$ cat src/hw/rtl/gtpv2c_imsi_shard_steering_core_assert.svh
// Assertion macros for the GTPv2-C IMSI shard steering block.
// Used by the top level; needs nothing else.
`ifndef GTPV2C_IMSI_SHARD_STEERING_CORE_ASSERT_SVH
`define GTPV2C_IMSI_SHARD_STEERING_CORE_ASSERT_SVH

// Same-cycle implication, checked outside reset.
`define GTPS_ASSERT_IMP(label, clk, rst_n, ante, cons) \
    label: assert property (@(posedge clk) disable iff (!rst_n) (ante) |-> (cons)) \
        else $error("gtpsteer: same-cycle check failed");

// Next-cycle implication, checked outside reset.
`define GTPS_ASSERT_NEXT(label, clk, rst_n, ante, cons) \
    label: assert property (@(posedge clk) disable iff (!rst_n) (ante) |=> (cons)) \
        else $error("gtpsteer: next-cycle check failed");

`endif

$ cat src/hw/rtl/gtpsteer_pkg.sv
// Shared types and constants of the GTPv2-C IMSI shard steering block.
// No dependencies; used by the interfaces, the step unit and the top level.
package gtpsteer_pkg;

    localparam int BYTE_W             = 8;
    localparam int POS_W              = 16;
    localparam int HASH_W             = 32;
    localparam int WORKER_W           = 8;
    localparam int NIB_W              = 4;
    localparam int STATUS_W           = 2;
    localparam int APB_DATA_W         = 32;
    localparam int PADDR_W            = 2;
    localparam int MAX_IMSI_BYTES_DEF = 8;
    localparam int BIT_CNT_W          = $clog2(HASH_W);

    localparam logic [HASH_W-1:0]   HASH_SEED     = 32'd5381;
    localparam logic [BYTE_W-1:0]   IMSI_TYPE     = 8'd1;
    localparam logic [BYTE_W-1:0]   ASCII_ZERO    = 8'h30;
    localparam logic [NIB_W-1:0]    NIB_FILLER    = 4'hf;
    localparam logic [NIB_W-1:0]    INSTANCE_ZERO = 4'h0;
    localparam int                  TEID_FLAG_BIT = 3;
    localparam logic [POS_W-1:0]    SHORT_HDR     = 16'd8;
    localparam logic [POS_W-1:0]    LONG_HDR      = 16'd12;
    localparam logic [PADDR_W-1:0]  REG_WORKER_COUNT = 2'd0;
    localparam logic [WORKER_W-1:0] WORKER_RESET  = 8'd1;

    typedef enum logic [STATUS_W-1:0] {
        ST_FOUND   = 2'd0,
        ST_SHORT   = 2'd1,
        ST_NO_IMSI = 2'd2
    } t_status;

    typedef enum logic {
        STEP_HASH = 1'b0,
        STEP_MOD  = 1'b1
    } t_step_op;

    typedef struct packed {
        t_step_op              op;
        logic [HASH_W-1:0]     hash;
        logic [NIB_W-1:0]      nib;
        logic [WORKER_W-1:0]   rem;
        logic                  bit_in;
        logic [WORKER_W-1:0]   divisor;
    } t_step_req;

    typedef struct packed {
        logic [HASH_W-1:0]     hash_next;
        logic [WORKER_W-1:0]   rem_next;
    } t_step_rsp;

endpackage

$ cat src/hw/rtl/gtpsteer_if.sv
// Handshake channels of the steering block: message bytes in, results out.
// Depends on gtpsteer_pkg for the field widths.
interface gtpsteer_msg_if;
    logic                              valid;
    logic                              ready;
    logic [gtpsteer_pkg::BYTE_W-1:0]   data_byte;
    logic                              last_byte;

    modport source (output valid, output data_byte, output last_byte, input ready);
    modport sink   (input valid, input data_byte, input last_byte, output ready);
endinterface

interface gtpsteer_res_if;
    logic                              valid;
    logic                              ready;
    logic [gtpsteer_pkg::STATUS_W-1:0] status;
    logic [gtpsteer_pkg::WORKER_W-1:0] shard_index;

    modport source (output valid, output status, output shard_index, input ready);
    modport sink   (input valid, input status, input shard_index, output ready);
endinterface

$ cat src/hw/rtl/gtpv2c_imsi_shard_steering_core.sv
// Top level of the GTPv2-C IMSI shard steering block: element walk, sequencer,
// APB register and result register. Depends on gtpsteer_pkg, the channel
// interfaces and gtpsteer_step_unit.

// The block takes one message byte per cycle while walking the header and the
// elements, but holds the input off while it is busy with a byte named below.
// A value byte among the first MAX_IMSI_BYTES bytes of the IMSI element has
// its two TBCD digits go one after the other through the single shared
// hash/remainder unit (S_NIB0, S_NIB1), and a closing step (S_POST) follows.
// The byte that ends the IMSI element and the byte marked last also pass
// through that closing step, which commits the hash and, for the byte marked
// last, settles the status. Then, when an IMSI was found, the bit-serial
// remainder by worker_count runs in S_MOD, and S_OUT loads the result
// register, where the result waits while the next message starts; a further
// result is held back until the previous one is taken. worker_count sits at
// APB address 0 and reads back; a value of 0 acts as 1.
`include "gtpv2c_imsi_shard_steering_core_assert.svh"

module gtpv2c_imsi_shard_steering_core #(
    parameter int MAX_IMSI_BYTES = gtpsteer_pkg::MAX_IMSI_BYTES_DEF
) (
    input  logic                                   i_clk,
    input  logic                                   i_rst_n,
    gtpsteer_msg_if.sink                           i_msg,
    gtpsteer_res_if.source                         o_res,
    input  logic                                   psel,
    input  logic                                   penable,
    input  logic                                   pwrite,
    input  logic [gtpsteer_pkg::PADDR_W-1:0]       paddr,
    input  logic [gtpsteer_pkg::APB_DATA_W-1:0]    pwdata,
    output logic [gtpsteer_pkg::APB_DATA_W-1:0]    prdata,
    output logic                                   pready
);

    localparam int IDX_W = $clog2(MAX_IMSI_BYTES + 1);
    localparam int PW    = gtpsteer_pkg::POS_W;
    localparam int HW    = gtpsteer_pkg::HASH_W;
    localparam int WW    = gtpsteer_pkg::WORKER_W;
    localparam int BW    = gtpsteer_pkg::BYTE_W;
    localparam int CW    = gtpsteer_pkg::BIT_CNT_W;

    typedef enum logic [2:0] {
        S_IDLE, S_NIB0, S_NIB1, S_POST, S_MOD, S_OUT
    } t_state;

    typedef enum logic [2:0] {
        PH_HEADER, PH_TYPE, PH_LEN_HI, PH_LEN_LO, PH_INST, PH_IMSI, PH_SKIP, PH_DONE
    } t_phase;

    t_state                 r_state, n_state;
    t_phase                 r_phase, n_phase;
    logic [PW-1:0]          r_pos, n_pos;
    logic                   r_long_hdr, n_long_hdr;
    logic [BW-1:0]          r_elem_type, n_elem_type;
    logic [PW-1:0]          r_elem_len, n_elem_len;
    logic [PW-1:0]          r_left, n_left;
    logic [IDX_W-1:0]       r_imsi_cnt, n_imsi_cnt;
    logic [HW-1:0]          r_hash, n_hash;
    logic                   r_filler, n_filler;
    logic                   r_found, n_found;
    logic [HW-1:0]          r_committed, n_committed;
    logic [BW-1:0]          r_byte, n_byte;
    logic                   r_commit, n_commit;
    logic                   r_last, n_last;
    logic [WW-1:0]          r_rem, n_rem;
    logic [HW-1:0]          r_dividend, n_dividend;
    logic [CW-1:0]          r_bit_cnt, n_bit_cnt;
    logic [WW-1:0]          r_divisor, n_divisor;
    gtpsteer_pkg::t_status  r_status, n_status;
    logic                   r_out_valid, n_out_valid;
    gtpsteer_pkg::t_status  r_out_status, n_out_status;
    logic [WW-1:0]          r_out_index, n_out_index;
    logic [WW-1:0]          r_worker_count, n_worker_count;

    gtpsteer_pkg::t_step_req step_req;
    gtpsteer_pkg::t_step_rsp step_rsp;

    logic           in_fire;
    logic           hdr_long;
    logic           go_nib;
    logic [3:0]     nib;
    logic [PW-1:0]  hdr_len;
    logic           cfg_write;

    gtpsteer_step_unit u_step (
        .i_req (step_req),
        .o_rsp (step_rsp)
    );

    assign in_fire   = i_msg.valid && i_msg.ready;
    assign cfg_write = psel && penable && pwrite && pready;
    assign hdr_len   = r_long_hdr ? gtpsteer_pkg::LONG_HDR : gtpsteer_pkg::SHORT_HDR;
    assign nib       = (r_state == S_NIB0) ? r_byte[3:0] : r_byte[7:4];

    assign i_msg.ready       = (r_state == S_IDLE);
    assign o_res.valid       = r_out_valid;
    assign o_res.status      = r_out_status;
    assign o_res.shard_index = r_out_index;

    assign pready = 1'b1;
    assign prdata = (paddr == gtpsteer_pkg::REG_WORKER_COUNT)
                  ? {{(gtpsteer_pkg::APB_DATA_W-WW){1'b0}}, r_worker_count} : '0;

    always_comb begin
        n_state        = r_state;
        n_phase        = r_phase;
        n_pos          = r_pos;
        n_long_hdr     = r_long_hdr;
        n_elem_type    = r_elem_type;
        n_elem_len     = r_elem_len;
        n_left         = r_left;
        n_imsi_cnt     = r_imsi_cnt;
        n_hash         = r_hash;
        n_filler       = r_filler;
        n_found        = r_found;
        n_committed    = r_committed;
        n_byte         = r_byte;
        n_commit       = r_commit;
        n_last         = r_last;
        n_rem          = r_rem;
        n_dividend     = r_dividend;
        n_bit_cnt      = r_bit_cnt;
        n_divisor      = r_divisor;
        n_status       = r_status;
        n_out_valid    = r_out_valid;
        n_out_status   = r_out_status;
        n_out_index    = r_out_index;
        n_worker_count = cfg_write && (paddr == gtpsteer_pkg::REG_WORKER_COUNT)
                       ? pwdata[WW-1:0] : r_worker_count;
        hdr_long       = r_long_hdr;
        go_nib         = 1'b0;

        step_req         = '0;
        step_req.op      = gtpsteer_pkg::STEP_HASH;
        step_req.hash    = r_hash;
        step_req.nib     = nib;
        step_req.rem     = r_rem;
        step_req.bit_in  = r_dividend[HW-1];
        step_req.divisor = r_divisor;

        // The result register empties when the sink takes the item.
        if (o_res.ready) begin
            n_out_valid = 1'b0;
        end

        case (r_state)
            S_IDLE: begin
                if (in_fire) begin
                    n_byte   = i_msg.data_byte;
                    n_last   = i_msg.last_byte;
                    n_commit = 1'b0;
                    case (r_phase)
                        PH_HEADER: begin
                            if (r_pos == '0) begin
                                hdr_long = i_msg.data_byte[gtpsteer_pkg::TEID_FLAG_BIT];
                            end
                            n_long_hdr = hdr_long;
                            if (r_pos >= (hdr_long ? gtpsteer_pkg::LONG_HDR - PW'(1)
                                                   : gtpsteer_pkg::SHORT_HDR - PW'(1))) begin
                                n_phase = PH_TYPE;
                            end
                        end
                        PH_TYPE: begin
                            n_elem_type = i_msg.data_byte;
                            n_phase     = PH_LEN_HI;
                        end
                        PH_LEN_HI: begin
                            n_elem_len = {i_msg.data_byte, r_elem_len[BW-1:0]};
                            n_phase    = PH_LEN_LO;
                        end
                        PH_LEN_LO: begin
                            n_elem_len = {r_elem_len[PW-1:BW], i_msg.data_byte};
                            n_phase    = PH_INST;
                        end
                        PH_INST: begin
                            n_left = r_elem_len;
                            if (r_elem_len == '0) begin
                                n_phase = PH_TYPE;
                            end else if (r_elem_type == gtpsteer_pkg::IMSI_TYPE &&
                                         i_msg.data_byte[3:0] == gtpsteer_pkg::INSTANCE_ZERO)
                            begin
                                n_hash     = gtpsteer_pkg::HASH_SEED;
                                n_filler   = 1'b0;
                                n_imsi_cnt = '0;
                                n_phase    = PH_IMSI;
                            end else begin
                                n_phase = PH_SKIP;
                            end
                        end
                        PH_IMSI: begin
                            if (r_imsi_cnt < IDX_W'(MAX_IMSI_BYTES)) begin
                                go_nib     = 1'b1;
                                n_imsi_cnt = r_imsi_cnt + IDX_W'(1);
                            end
                            n_left = r_left - PW'(1);
                            if (r_left == PW'(1)) begin
                                n_commit = 1'b1;
                                n_phase  = PH_DONE;
                            end
                        end
                        PH_SKIP: begin
                            n_left = r_left - PW'(1);
                            if (r_left == PW'(1)) begin
                                n_phase = PH_TYPE;
                            end
                        end
                        default: begin
                        end
                    endcase
                    if (r_pos != '1) begin
                        n_pos = r_pos + PW'(1);
                    end
                    if (go_nib) begin
                        n_state = S_NIB0;
                    end else if (n_commit || i_msg.last_byte) begin
                        n_state = S_POST;
                    end
                end
            end
            S_NIB0, S_NIB1: begin
                // An F nibble ends the digit string for the rest of the element.
                if (!r_filler) begin
                    if (nib == gtpsteer_pkg::NIB_FILLER) begin
                        n_filler = 1'b1;
                    end else begin
                        n_hash = step_rsp.hash_next;
                    end
                end
                n_state = (r_state == S_NIB0) ? S_NIB1 : S_POST;
            end
            S_POST: begin
                if (r_commit) begin
                    n_committed = r_hash;
                    n_found     = 1'b1;
                    n_commit    = 1'b0;
                end
                if (r_last) begin
                    n_rem      = '0;
                    n_bit_cnt  = '0;
                    n_divisor  = (r_worker_count == '0) ? WW'(1) : r_worker_count;
                    n_dividend = r_commit ? r_hash : r_committed;
                    if (r_pos < hdr_len) begin
                        n_status = gtpsteer_pkg::ST_SHORT;
                        n_state  = S_OUT;
                    end else if (r_found || r_commit) begin
                        n_status = gtpsteer_pkg::ST_FOUND;
                        n_state  = S_MOD;
                    end else begin
                        n_status = gtpsteer_pkg::ST_NO_IMSI;
                        n_state  = S_OUT;
                    end
                end else begin
                    n_state = S_IDLE;
                end
            end
            S_MOD: begin
                step_req.op = gtpsteer_pkg::STEP_MOD;
                n_rem       = step_rsp.rem_next;
                n_dividend  = r_dividend << 1;
                n_bit_cnt   = r_bit_cnt + CW'(1);
                if (r_bit_cnt == CW'(HW - 1)) begin
                    n_state = S_OUT;
                end
            end
            S_OUT: begin
                if (!r_out_valid || o_res.ready) begin
                    n_out_valid  = 1'b1;
                    n_out_status = r_status;
                    n_out_index  = r_rem;
                    n_pos        = '0;
                    n_long_hdr   = 1'b0;
                    n_phase      = PH_HEADER;
                    n_elem_type  = '0;
                    n_elem_len   = '0;
                    n_left       = '0;
                    n_imsi_cnt   = '0;
                    n_hash       = gtpsteer_pkg::HASH_SEED;
                    n_filler     = 1'b0;
                    n_found      = 1'b0;
                    n_committed  = '0;
                    n_state      = S_IDLE;
                end
            end
            default: begin
                n_state = S_IDLE;
            end
        endcase
    end

    always_ff @(posedge i_clk) begin
        if (!i_rst_n) begin
            r_state        <= S_IDLE;
            r_phase        <= PH_HEADER;
            r_pos          <= '0;
            r_long_hdr     <= 1'b0;
            r_elem_type    <= '0;
            r_elem_len     <= '0;
            r_left         <= '0;
            r_imsi_cnt     <= '0;
            r_hash         <= gtpsteer_pkg::HASH_SEED;
            r_filler       <= 1'b0;
            r_found        <= 1'b0;
            r_committed    <= '0;
            r_commit       <= 1'b0;
            r_last         <= 1'b0;
            r_rem          <= '0;
            r_bit_cnt      <= '0;
            r_divisor      <= WW'(1);
            r_status       <= gtpsteer_pkg::ST_NO_IMSI;
            r_out_valid    <= 1'b0;
            r_out_status   <= gtpsteer_pkg::ST_NO_IMSI;
            r_out_index    <= '0;
            r_worker_count <= gtpsteer_pkg::WORKER_RESET;
        end else begin
            r_state        <= n_state;
            r_phase        <= n_phase;
            r_pos          <= n_pos;
            r_long_hdr     <= n_long_hdr;
            r_elem_type    <= n_elem_type;
            r_elem_len     <= n_elem_len;
            r_left         <= n_left;
            r_imsi_cnt     <= n_imsi_cnt;
            r_hash         <= n_hash;
            r_filler       <= n_filler;
            r_found        <= n_found;
            r_committed    <= n_committed;
            r_commit       <= n_commit;
            r_last         <= n_last;
            r_rem          <= n_rem;
            r_bit_cnt      <= n_bit_cnt;
            r_divisor      <= n_divisor;
            r_status       <= n_status;
            r_out_valid    <= n_out_valid;
            r_out_status   <= n_out_status;
            r_out_index    <= n_out_index;
            r_worker_count <= n_worker_count;
        end
        r_byte     <= n_byte;
        r_dividend <= n_dividend;
    end

    // The remainder walk always ends in the result stage.
    `GTPS_ASSERT_NEXT(a_mod_exit, i_clk, i_rst_n, r_state == S_MOD, r_state == S_MOD || r_state == S_OUT)
    // The partial remainder stays below the divisor throughout the walk.
    `GTPS_ASSERT_IMP(a_rem_bound, i_clk, i_rst_n, r_state == S_MOD, r_rem < r_divisor)
    // Only a found IMSI carries a non-zero shard index.
    `GTPS_ASSERT_IMP(a_idx_zero, i_clk, i_rst_n, r_out_valid && r_out_status != gtpsteer_pkg::ST_FOUND, r_out_index == '0)
    // The last byte of a message always starts the result sequence.
    `GTPS_ASSERT_NEXT(a_last_busy, i_clk, i_rst_n, in_fire && i_msg.last_byte, r_state != S_IDLE)

endmodule

$ cat src/hw/rtl/gtpsteer_step_unit.sv
// Shared arithmetic step: one djb2 hash digit or one restoring-remainder bit.
// Depends on gtpsteer_pkg for the request and response structs.
module gtpsteer_step_unit (
    input  gtpsteer_pkg::t_step_req i_req,
    output gtpsteer_pkg::t_step_rsp o_rsp
);

    localparam int HW = gtpsteer_pkg::HASH_W;
    localparam int WW = gtpsteer_pkg::WORKER_W;

    logic [HW-1:0] hash_step;
    logic [WW:0]   shifted;
    logic [WW+1:0] trial;

    // h * 33 + ('0' + digit)
    assign hash_step = (i_req.hash << 5) + i_req.hash
                     + HW'(gtpsteer_pkg::ASCII_ZERO) + HW'(i_req.nib);

    // Bring in the next dividend bit and subtract the divisor if it fits.
    assign shifted = {i_req.rem, i_req.bit_in};
    assign trial   = {1'b0, shifted} - {2'b00, i_req.divisor};

    always_comb begin
        o_rsp = '0;
        case (i_req.op)
            gtpsteer_pkg::STEP_HASH: begin
                o_rsp.hash_next = hash_step;
                o_rsp.rem_next  = i_req.rem;
            end
            gtpsteer_pkg::STEP_MOD: begin
                o_rsp.hash_next = i_req.hash;
                o_rsp.rem_next  = trial[WW+1] ? shifted[WW-1:0] : trial[WW-1:0];
            end
            default: begin
                o_rsp.hash_next = i_req.hash;
                o_rsp.rem_next  = i_req.rem;
            end
        endcase
    end

endmodule

$ cat src/flat_wrapper.sv
// flat-port wrapper written by rule: the top's interface ports become plain ports
module gtpv2c_imsi_shard_steering_core_flat 
#(
    parameter int MAX_IMSI_BYTES = gtpsteer_pkg::MAX_IMSI_BYTES_DEF
)
  (i_clk, i_rst_n, psel, penable, pwrite, paddr, pwdata, prdata, pready, i_msg_valid, i_msg_data_byte, i_msg_last_byte, i_msg_ready, o_res_valid, o_res_status, o_res_shard_index, o_res_ready);
  gtpsteer_msg_if i_msg_i ();
  gtpsteer_res_if o_res_i ();
  input  logic i_clk;
  input  logic i_rst_n;
  input  logic psel;
  input  logic penable;
  input  logic pwrite;
  input  logic [gtpsteer_pkg::PADDR_W-1:0] paddr;
  input  logic [gtpsteer_pkg::APB_DATA_W-1:0] pwdata;
  output logic [gtpsteer_pkg::APB_DATA_W-1:0] prdata;
  output logic pready;
  input wire logic [$bits(i_msg_i.valid)-1:0] i_msg_valid;
  input wire logic [$bits(i_msg_i.data_byte)-1:0] i_msg_data_byte;
  input wire logic [$bits(i_msg_i.last_byte)-1:0] i_msg_last_byte;
  output wire logic [$bits(i_msg_i.ready)-1:0] i_msg_ready;
  output wire logic [$bits(o_res_i.valid)-1:0] o_res_valid;
  output wire logic [$bits(o_res_i.status)-1:0] o_res_status;
  output wire logic [$bits(o_res_i.shard_index)-1:0] o_res_shard_index;
  input wire logic [$bits(o_res_i.ready)-1:0] o_res_ready;
  assign i_msg_i.valid = i_msg_valid;
  assign i_msg_i.data_byte = i_msg_data_byte;
  assign i_msg_i.last_byte = i_msg_last_byte;
  assign i_msg_ready = i_msg_i.ready;
  assign o_res_valid = o_res_i.valid;
  assign o_res_status = o_res_i.status;
  assign o_res_shard_index = o_res_i.shard_index;
  assign o_res_i.ready = o_res_ready;
  gtpv2c_imsi_shard_steering_core #(.MAX_IMSI_BYTES(MAX_IMSI_BYTES)) u_core (.i_clk(i_clk), .i_rst_n(i_rst_n), .i_msg(i_msg_i), .o_res(o_res_i), .psel(psel), .penable(penable), .pwrite(pwrite), .paddr(paddr), .pwdata(pwdata), .prdata(prdata), .pready(pready));
endmodule
$ cat config.mk
export PLATFORM = sky130hd
export DESIGN_NAME = gtpv2c_imsi_shard_steering_core_flat
export DESIGN_NICKNAME = d
export VERILOG_FILES = /design/src/hw/rtl/gtpsteer_pkg.sv /design/src/hw/rtl/gtpsteer_if.sv /design/src/hw/rtl/gtpv2c_imsi_shard_steering_core.sv /design/src/hw/rtl/gtpsteer_step_unit.sv /design/src/flat_wrapper.sv
export VERILOG_INCLUDE_DIRS = /design/src /design/src/hw/rtl
export SDC_FILE = /design/constraint.sdc
export NUM_CORES = 1
export LEC_CHECK = 0
export BUFFER_PORTS_ARGS = -buffer_cell sky130_fd_sc_hd__buf_4
export CAP_MARGIN = 20
export CELL_PAD_IN_SITES_DETAIL_PLACEMENT = 1
export CELL_PAD_IN_SITES_GLOBAL_PLACEMENT = 2
export CORE_MARGIN = 5
export CORE_UTILIZATION = 38
export CTS_CLUSTER_SIZE = 25
export DETAILED_ROUTE_END_ITERATION = 7
export GPL_TIMING_DRIVEN = 0
export HOLD_SLACK_MARGIN = 0.06
export PLACE_DENSITY_LB_ADDON = 0.1
export SLEW_MARGIN = 20
export SYNTH_ARGS = -nofsm -noshare
export SYNTH_HDL_FRONTEND = slang
export SYNTH_SLANG_ARGS = --single-unit
$ cat constraint.sdc
create_clock -name i_clk -period 4 [get_ports i_clk]
set_input_delay 0.8 -clock i_clk [delete_from_list [all_inputs] [get_ports i_clk]]
set_output_delay 0.8 -clock i_clk [all_outputs]
set_load 0.1 [all_outputs]
==> impl_metrics.env, run 1 <==
export IMPL_place_congestion=0.805
export IMPL_synthArstFlopShare_pct=0
export IMPL_ys_warn_count=0
export IMPL_antenna_cells=0
export IMPL_clock_latency_ns=0.54
export IMPL_whs_endpoint="u_core.r_elem_type[6]"
export IMPL_cts_max_path_buffers=3
export IMPL_drive_gt1_share_pct=10.5
export IMPL_maxCapViolations=0
export IMPL_drt_iter0_drc=462
export IMPL_start_util_pct=38.4
export IMPL_drtAntennaViolNets=0
export IMPL_cts_tree="yes"
export IMPL_min_period_over_period_pct=96.4
export IMPL_first_pass_iters=4
export IMPL_crit_top_cell="buf_4"
export IMPL_yosys_mux_area_fraction_pct=4.61
export IMPL_worstPathCellList="nor3b_4, buf_4, mux2_2, ha_1, ha_2, a211oi_2, o21a_2, a2111oi_4, buf_4, o21bai_2, a21oi_2, o2111ai_2, mux2i_1, a221o_1"
export IMPL_synth_edf_count=40
export IMPL_p_leak_nw=5.34
export IMPL_hold_viol=0
export IMPL_grt_max_degree=34
export IMPL_synth_top_area_share_pct=29.4
export IMPL_tns_ns=0
export IMPL_vias=10200
export IMPL_htreeDepth=1
export IMPL_report_final_setup_viol=0
export IMPL_status="finished clean"
export IMPL_peakVddDrop_mv=0.315
export IMPL_min_path_type="register to register"
export IMPL_p_per_area_nw_per_um2=516
export IMPL_reg2reg_from="u_core.r_state[2]"
export IMPL_reg2reg_slack_ns=0.14
export IMPL_netlist_area_sq_um=12000
export IMPL_worstMarginPinSlew_ns=1.01
export IMPL_grt_use_total_pct=19.3
export IMPL_synth_area_leaders="dfxtp_1, edfxtp_1, ha_1"
export IMPL_yosysUniqueCellTypes=75
export IMPL_numCtsBuffers=26
export IMPL_hold_worst_slack_ns=0.455
export IMPL_grt_pass1_vias=10400
export IMPL_slew_limit_headroom_pct=32.3
export IMPL_reg2regPathDepth=14
export IMPL_crit_type="register to register"
export IMPL_crit_start="u_core.r_state[2]"
export IMPL_die_y_um=188
export IMPL_vias_per_cell=5.38
export IMPL_fmax_mhz=259
export IMPL_syn_avg_cell_area_sq_um=8.76
export IMPL_fin_worst_skew_ns=0.0220
export IMPL_synth_fa_ha_area_share_pct=8.43
export IMPL_endpoint_kind="register"
export IMPL_cp_num_buf_inv=2
export IMPL_grt_pass1_wl_mm=56.4
export IMPL_dieArea_sq_um=35300
export IMPL_cts_sinks=217
export IMPL_routed_wl_mm=35.1
export IMPL_r2r_end="u_core.r_hash[29]"
export IMPL_rows=65
export IMPL_hold_start="u_core.r_elem_type[6]"
export IMPL_hold_path_cell_count=2
export IMPL_required_ns=4.41
export IMPL_fin_crit_ns=3.86
export IMPL_synth_top_family_by_area="simple AND/OR/NAND/NOR gates"
export IMPL_finalMaxSlewViolations=0
export IMPL_netlist_instances=1374
export IMPL_ys_seq_area_share_pct=39.4
export IMPL_synth_xor_area_share_pct=3.20
export IMPL_cpPeakStageDelay_ns=0.40
export IMPL_port_buffer_count=44
export IMPL_ys_top_cells_by_count="nand2_1, dfxtp_1, ha_1"
export IMPL_synth_simple_gate_area_share_pct=20.7
export IMPL_critPathLaunchType="register"
export IMPL_clockRootBuffer="clkbuf_16"
export IMPL_arrival_ns=4.27
export IMPL_antenna_found_initial=1
export IMPL_cp_slowest_cell="dfxtp_4"
export IMPL_synth_main_ff_cell="dfxtp_1"
export IMPL_io_pins=95
export IMPL_fp_dieW_um=188
export IMPL_path_max_fanout=11
export IMPL_synth_most_common_cell="nand2_1"
export IMPL_cpLargestDelayFamily="compound AO/OA/AOI/OAI gates"
export IMPL_clk_pin_slew_worst_paths_ns=0.06
export IMPL_dp_hpwl_mm=25.7
export IMPL_grt_overflow_total=0
export IMPL_drc_errors=0
export IMPL_syn_to_final_growth_pct=16.7
export IMPL_nNetsFinal=1601
export IMPL_synth_compound_area_share_pct=18.9
export IMPL_wire_per_inst_um=18.5
export IMPL_synth_top_area_cell="dfxtp_1"
export IMPL_synth_seq_cells=217
export IMPL_coreArea_sq_um=31400
worst reg2reg max path, delay by kind of cell (launching register included):
kind | cells | cell delay (ns)
compound gates | 7 | 1.52
flops | 1 | 0.40
mux | 2 | 0.52
fa+ha+maj | 2 | 0.66
buf+inv | 2 | 0.37
simple gates | 1 | 0.28
state kept, by name, summed over array words and instances, names as in the netlist, 8 cells and up:
register,cells
u_core.r_worker_count,8
u_core.r_divisor,8
u_core.r_elem_len,16
u_core.r_hash,32
u_core.o_res.shard_index,8
u_core.r_pos,16
u_core.r_left,16
u_core.r_rem,8
u_core.r_byte,8
u_core.r_committed,32
u_core.r_elem_type,8
u_core.r_dividend,32
repair_timing:
action                                  CTS  global route
hold buffers                              0             0
endpoints found under the setup margin   14             5
pin swaps                                 3             6
buffers inserted                          0             4
gates resized for setup                   8            11
per-stage QoR:
| stage | instance area (sq um) | instances | worst slack, ns | utilization, % | total power, mW |
|---|---|---|---|---|---|
| detailed placement | 13000 | 1843 | -0.584 | 41.3 | 4.57 |
| global route | 14000 | 1894 | -0.0479 | 44.7 | 7.67 |
| global placement | 13000 | 1843 | -0.496 | 41.3 | 4.53 |
| CTS | 14000 | 1890 | 0.00952 | 44.5 | 7.28 |
| finish | 14000 | 1894 | 0.144 | 44.7 | 7.25 |
| floorplan | 12100 | 1397 | 0.281 | - | 4.02 |
worst max-delay path by stage:
| stage | slack [ns] | to | depth (start not counted) |
|---|---|---|---|
| finish | 0.14 | u_core.r_hash[29] | 14 |
| global route | -0.05 | u_core.r_hash[26] | 13 |
| CTS | 0.01 | u_core.r_hash[29] | 13 |
| detailed placement | -0.58 | u_core.r_hash[29] | 14 |
| global placement | -0.50 | u_core.r_hash[29] | 14 |
| floorplan | 0.28 | u_core.r_hash[29] | 14 |
power breakdown:
part | switching, mW | total [mW] | internal (mW)
combinational | 1.27 | 2.05 | 0.784
clock | 0.962 | 2.65 | 1.69
sequential | 0.200 | 2.54 | 2.34
routing by layer:
layer	wire length [um]	vias to the layer above	track usage, %
met2	16300	132	32.7
met1	17200	4968	27.0
met5	0	-	0
met4	571	0	3.59
met3	960	37	1.97
li1	-	5061	-
area by class of cell:
type / instances / area, sq um
multi-input cells: 1056 / 6920
plain buffers: 87 / 420
inverters: 36 / 135
repair buffers: 48 / 360
fillers: 3675 / 17300
clock inverters: 14 / 220
well taps: 402 / 503
clock buffers: 34 / 742
flip-flops and latches: 217 / 4750
layout by cell type (no fill, tap or decap), drive strengths merged, types with 5 or more instances in the layout:
| master | n |
|---|---|
| buf | 74 |
| clkinv | 7 |
| edfxtp | 40 |
| a31oi | 11 |
| mux2i | 51 |
| nand3 | 46 |
| nor2 | 73 |
| nand2 | 190 |
| o31ai | 8 |
| a31o | 6 |
| and3 | 13 |
| dfxtp | 177 |
| a21oi | 66 |
| o21a | 11 |
| a21o | 11 |
| ha | 77 |
| nor2b | 68 |
| a22oi | 47 |
| nor3 | 19 |
| clkbuf | 95 |
| a21boi | 52 |
| inv | 36 |
| xnor2 | 14 |
| nand4 | 10 |
| or4 | 7 |
| nor3b | 6 |
| nand2b | 6 |
| bufinv | 6 |
| and2 | 26 |
| nor4 | 16 |
| a2111oi | 5 |
| conb | 25 |
| xor2 | 30 |
| o21ai | 102 |
| or2 | 6 |
cells by family (layout without fill, tap and decap cells):
family,Yosys count,count (layout)
mux,55,55
buf+inv,124,219
flops,217,217
xor+xnor,44,44
simple gates,500,500
fa+ha+maj,80,80
other cells,2,25
compound gates,352,352
(Power assumes the default switching activity.)
==> inputs of run 2 (changes only) <==
- GPL_TIMING_DRIVEN: 0 -> default
- PLACE_DENSITY_LB_ADDON: 0.1 -> 0.25
- SLEW_MARGIN: 20 -> default
==> impl_metrics.env, run 2 (same netlist as run 1, synthesis figures left out) <==
export IMPL_endpoint_kind="register"
export IMPL_cts_resized=0
export IMPL_reg_top3="u_core.r_committed: 32 flops, u_core.r_dividend: 32 flops, u_core.r_hash: 32 flops"
export IMPL_fin_util_pct=43.4
export IMPL_htreeDepth=1
export IMPL_min_path_type="register to register"
export IMPL_slew_limit_headroom_pct=40.8
export IMPL_hold_path_cell_count=2
export IMPL_finalMaxSlewViolations=0
export IMPL_crit_type="register to register"
export IMPL_peakVddDrop_mv=0.291
export IMPL_busiest_layer="met2"
export IMPL_place_congestion=0.804
export IMPL_clockRootBuffer="clkbuf_16"
export IMPL_whs_endpoint="u_core.r_elem_type[2]"
export IMPL_hold_start="u_core.r_elem_type[2]"
export IMPL_reg2reg_from="u_core.r_state[2]"
export IMPL_grt_use_total_pct=18.3
export IMPL_power_share_switching_pct=34.8
export IMPL_io_pins=95
export IMPL_wire_per_inst_um=17.8
export IMPL_start_util_pct=38.4
export IMPL_dp_hpwl_mm=22.8
export IMPL_dieArea_sq_um=35300
export IMPL_die_y_um=188
export IMPL_reg2reg_slack_ns=0.22
export IMPL_grt_max_degree=70
export IMPL_required_ns=4.46
export IMPL_hold_worst_slack_ns=0.452
export IMPL_cp_slowest_cell="fa_1"
export IMPL_fin_crit_ns=3.78
export IMPL_use_met1_pct=23.5
export IMPL_rows=65
export IMPL_power_switching_mw=2.41
export IMPL_drtAntennaViolNets=0
export IMPL_cts_sinks=217
export IMPL_p_int_mw=4.51
export IMPL_cts_tree="yes"
export IMPL_power_frac_clock_pct=34.6
export IMPL_dpl_instance_area_sq_um=12700
export IMPL_first_pass_iters=4
export IMPL_cts_hold_repair_buffers=0
export IMPL_arrival_ns=4.24
export IMPL_p_per_area_nw_per_um2=508
export IMPL_nNetsFinal=1530
export IMPL_status="finished clean"
export IMPL_coreArea_sq_um=31400
export IMPL_grt_pass1_vias=10300
export IMPL_cpPeakStageDelay_ns=0.43
export IMPL_numCtsBuffers=27
export IMPL_final_cell_area_sq_um=13600
export IMPL_critPathLaunchType="register"
export IMPL_cts_max_path_buffers=3
export IMPL_reg2regPathDepth=14
export IMPL_min_period_over_period_pct=94.5
export IMPL_antenna_cells=0
export IMPL_port_buffer_count=45
export IMPL_final_common_cell="nand2_1"
export IMPL_tns_ns=0
export IMPL_fin_worst_skew_ns=0.0120
export IMPL_vias_per_cell=5.45
export IMPL_post_cts_buffers=0
export IMPL_syn_to_final_growth_pct=13.2
export IMPL_fmax_mhz=264
export IMPL_maxCapViolations=0
export IMPL_hold_viol=0
export IMPL_vias=9933
export IMPL_report_final_setup_viol=0
export IMPL_worstPathCellList="nor3b_2, buf_4, mux2_2, ha_1, ha_1, fa_1, a211oi_1, o21a_1, a2111oi_4, nor4b_1, nor2_1, mux2i_1, nor3_1, a2bb2oi_1"
export IMPL_clock_latency_ns=0.54
export IMPL_drive_gt1_share_pct=9.77
export IMPL_rsz0062_at_grt="no"
export IMPL_grt_pass1_wl_mm=54.2
export IMPL_drc_errors=0
export IMPL_p_leak_nw=5.17
export IMPL_met2_usage_pct=32.6
export IMPL_use_met3_pct=2.07
export IMPL_crit_top_cell="ha_1"
export IMPL_path_max_fanout=4
export IMPL_worstMarginPinSlew_ns=0.885
export IMPL_p_seq_share_pct=36.7
export IMPL_antenna_found_initial=0
export IMPL_fp_dieW_um=188
export IMPL_routed_wl_mm=32.5
export IMPL_p_comb_share_pct=28.7
export IMPL_grt_overflow_total=0
export IMPL_r2r_end="u_core.r_hash[31]"
export IMPL_final_cell_mix="nand2_1, dfxtp_1, ha_1"
export IMPL_drt_iter0_drc=399
export IMPL_clk_pin_slew_worst_paths_ns=0.06
## run 2: worst max path at each step
stage / start / slack (ns) / cells after the start / endpoint
finish: u_core.r_state[2] / 0.22 / 14 / u_core.r_hash[31]
global route: u_core.r_state[2] / 0.01 / 14 / u_core.r_hash[29]
CTS: u_core.r_state[2] / 0.13 / 13 / u_core.r_hash[29]
detailed placement: u_core.r_state[2] / 0.12 / 13 / u_core.r_hash[29]
global placement: u_core.r_state[2] / 0.18 / 13 / u_core.r_hash[29]
floorplan: u_core.r_state[2] / 0.28 / 14 / u_core.r_hash[29]
## run 2: metrics by stage
step           std cells  worst slack [ns]  power (mW)
2_1_floorplan       1397             0.281        4.02
3_3_place_gp        1772             0.179        4.48
3_5_place_dp        1773             0.120        4.52
4_1_cts             1823             0.127        6.97
5_1_grt             1824            0.0131        7.34
6_report            1824             0.218        6.92
## run 2: routing by layer
metal	part of all wire, %	vias to the layer above
met2	49	118
met3	2.3	49
li1	-	4925
met4	2.6	0
met1	46	4841
met5	0	-
## run 2: layout make-up
type,instances,area (sq um)
Tap cell,402,503
Clock inverter,20,176
Sequential cell,217,4750
Inverter,36,135
Timing Repair Buffer,63,497
Fill cell,3676,17800
Multi-Input combinational cell,1056,6870
Clock buffer,30,707
## run 2: power groups by stage
stage / clock [mW] / sequential, mW / combinational (mW)
3_3_place_gp: 0 / 2.58 / 1.90
4_1_cts: 2.47 / 2.54 / 1.96
2_1_floorplan: 0 / 2.50 / 1.52
6_report: 2.40 / 2.54 / 1.98
3_5_place_dp: 0 / 2.59 / 1.94
5_1_grt: 2.56 / 2.56 / 2.22
## run 2: worst max-delay path, delay by kind of cell (launching register included)
kind / cells / cell delay (ns)
and+or+nand+nor: 4 / 1.01
AOI/OAI and AO/OA: 4 / 0.86
buffers and inverters: 1 / 0.19
muxes: 2 / 0.48
adders and majority gates: 3 / 0.84
DFF: 1 / 0.32
==> inputs of run 3 (changes only) <==
- PLACE_DENSITY: default -> 0.91
- PLACE_DENSITY_LB_ADDON: 0.25 -> default
- SETUP_SLACK_MARGIN: default -> 0.1
- clock period: 4 -> 3.7 ns (I/O delays scaled with it)
==> impl_metrics.env, run 3 (same netlist as run 1, synthesis figures left out) <==
export IMPL_endpoint_kind="register"
export IMPL_grt_overflow_total=0
export IMPL_fmax_mhz=286
export IMPL_first_pass_iters=5
export IMPL_place_congestion=0.854
export IMPL_finalPower_mw=7.71
export IMPL_cts_sinks=217
export IMPL_whs_endpoint="u_core.r_worker_count[0]"
export IMPL_cts_tree="yes"
export IMPL_io_pins=95
export IMPL_nNetsFinal=1544
export IMPL_grt_use_total_pct=18.2
export IMPL_report_final_setup_viol=0
export IMPL_p_per_area_nw_per_um2=556
export IMPL_required_ns=4.12
export IMPL_numCtsBuffers=28
export IMPL_htreeDepth=1
export IMPL_final_cell_area_sq_um=13900
export IMPL_hold_start="pwdata[0]"
export IMPL_start_util_pct=38.4
export IMPL_dpl_instance_area_sq_um=12800
export IMPL_drt_iter0_drc=520
export IMPL_drc_errors=0
export IMPL_dieArea_sq_um=35300
export IMPL_final_common_cell="nand2_1"
export IMPL_fp_dieW_um=188
export IMPL_routed_wl_mm=33.5
export IMPL_reg2reg_slack_ns=0.20
export IMPL_wire_per_inst_um=18.2
export IMPL_final_cells=1838
export IMPL_die_y_um=188
export IMPL_slew_limit_headroom_pct=42.2
export IMPL_path_max_fanout=4
export IMPL_crit_type="register to register"
export IMPL_arrival_ns=3.92
export IMPL_hold_viol=0
export IMPL_nFillCells=3655
export IMPL_multi_input_comb_area_sq_um=7050
export IMPL_grt_max_degree=66
export IMPL_r2r_end="u_core.r_hash[29]"
export IMPL_antenna_found_initial=0
export IMPL_peakVddDrop_mv=0.320
export IMPL_fin_crit_ns=3.50
export IMPL_cts_max_path_buffers=3
export IMPL_grt_pass1_wl_mm=54.2
export IMPL_hold_worst_slack_ns=0.418
export IMPL_fin_worst_skew_ns=0.0134
export IMPL_hold_path_cell_count=3
export IMPL_syn_to_final_growth_pct=15.2
export IMPL_antenna_cells=0
export IMPL_seq_area_sq_um=4750
export IMPL_reg2reg_from="u_core.r_state[1]"
export IMPL_maxCapViolations=0
export IMPL_critPathLaunchType="register"
export IMPL_dp_hpwl_mm=23.1
export IMPL_drtAntennaViolNets=0
export IMPL_rows=65
export IMPL_vias_per_cell=5.51
export IMPL_min_period_over_period_pct=94.6
export IMPL_clk_pin_slew_worst_paths_ns=0.06
export IMPL_clockRootBuffer="clkbuf_16"
export IMPL_p_leak_nw=5.25
export IMPL_status="finished clean"
export IMPL_coreArea_sq_um=31400
export IMPL_port_buffer_count=45
export IMPL_drive_gt1_share_pct=11.4
export IMPL_reg_top3="u_core.r_committed: 32 flops, u_core.r_dividend: 32 flops, u_core.r_hash: 32 flops"
export IMPL_cts_hold_repair_buffers=0
export IMPL_rsz0062_at_grt="no"
export IMPL_min_path_type="input pin to register"
export IMPL_clock_latency_ns=0.54
export IMPL_reg2regPathDepth=14
export IMPL_finalMaxSlewViolations=0
export IMPL_grt_pass1_vias=10600
export IMPL_vias=10100
export IMPL_final_cell_mix="nand2_1, dfxtp_1, buf_4"
export IMPL_worstMarginPinSlew_ns=0.866
export IMPL_dp_cells=1781
run 3: changes by cell type in the layout (fill, tap and decap cells not counted), sizes merged:
cell,change
buf,+13
bufinv,-2
clkbuf,+19
clkdlybuf4s15,-1
clkinv,-8
clkinvlp,-7
run 3: power breakdown:
group / switching (mW) / total, mW / internal (mW) / leakage [nW]
Sequential: 0.218 / 2.75 / 2.54 / 1.80
Clock: 1.03 / 2.57 / 1.54 / 0.422
Combinational: 1.44 / 2.38 / 0.945 / 3.03
run 3: layout make-up:
type / count / share of cell area, %
tap: 402 / 3.63
clock inverter: 3 / 0.135
multi-input combinational: 1056 / 50.8
inverter: 36 / 0.974
sequential: 217 / 34.2
timing repair buffer: 76 / 4.15
clock buffer: 48 / 6.11
run 3: layer usage:
metal / global-route usage (%) / share of wire (%) / vias up
met4: 4.80 / 2.7 / 0
li1: - / - / 4954
met2: 32.9 / 50 / 129
met3: 2.31 / 2.7 / 61
met1: 22.8 / 45 / 4976
met5: 0 / 0 / -
run 3: timing repair:
| action | 4_1_cts | 5_1_grt |
|---|---|---|
| setup buffers | 2 | 3 |
| pin swaps | 5 | 14 |
| resized for setup | 8 | 26 |
| endpoints found under the setup margin | 9 | 9 |
run 3: worst max-delay path: stages (launching register included):
cell	delay [ns]
dfxtp_2	0.33
nor3b_4	0.27
mux2_4	0.33
ha_1	0.33
ha_4	0.17
fa_2	0.24
a211oi_2	0.08
o21a_1	0.23
a2111oi_4	0.37
buf_6	0.19
o21bai_4	0.06
a21oi_2	0.17
o2111ai_2	0.15
mux2i_1	0.14
a221o_1	0.32
run 3: per-stage QoR:
| step | setup TNS [ns] | util (%) | setup slack, ns |
|---|---|---|---|
| 6_report | 0 | 44.2 | 0.198 |
| 5_1_grt | 0 | 44.2 | 0.0804 |
| 4_1_cts | 0 | 43.6 | 0.108 |
| 3_5_place_dp | -0.276 | 40.7 | -0.0908 |
| 3_3_place_gp | 0 | 40.7 | 0.0491 |
| 2_1_floorplan | 0 | - | 0.110 |
run 3: worst max-delay path by stage:
| stage | from | end | slack, ns | cells after the start |
|---|---|---|---|---|
| floorplan | u_core.r_state[2] | u_core.r_hash[29] | 0.11 | 14 |
| global placement | u_core.r_state[1] | u_core.r_hash[30] | 0.05 | 13 |
| detailed placement | u_core.r_state[1] | u_core.r_hash[26] | -0.09 | 13 |
| CTS | u_core.r_state[2] | u_core.r_hash[16] | 0.11 | 13 |
| global route | u_core.r_state[1] | u_core.r_hash[29] | 0.08 | 14 |
| finish | u_core.r_state[1] | u_core.r_hash[29] | 0.20 | 14 |
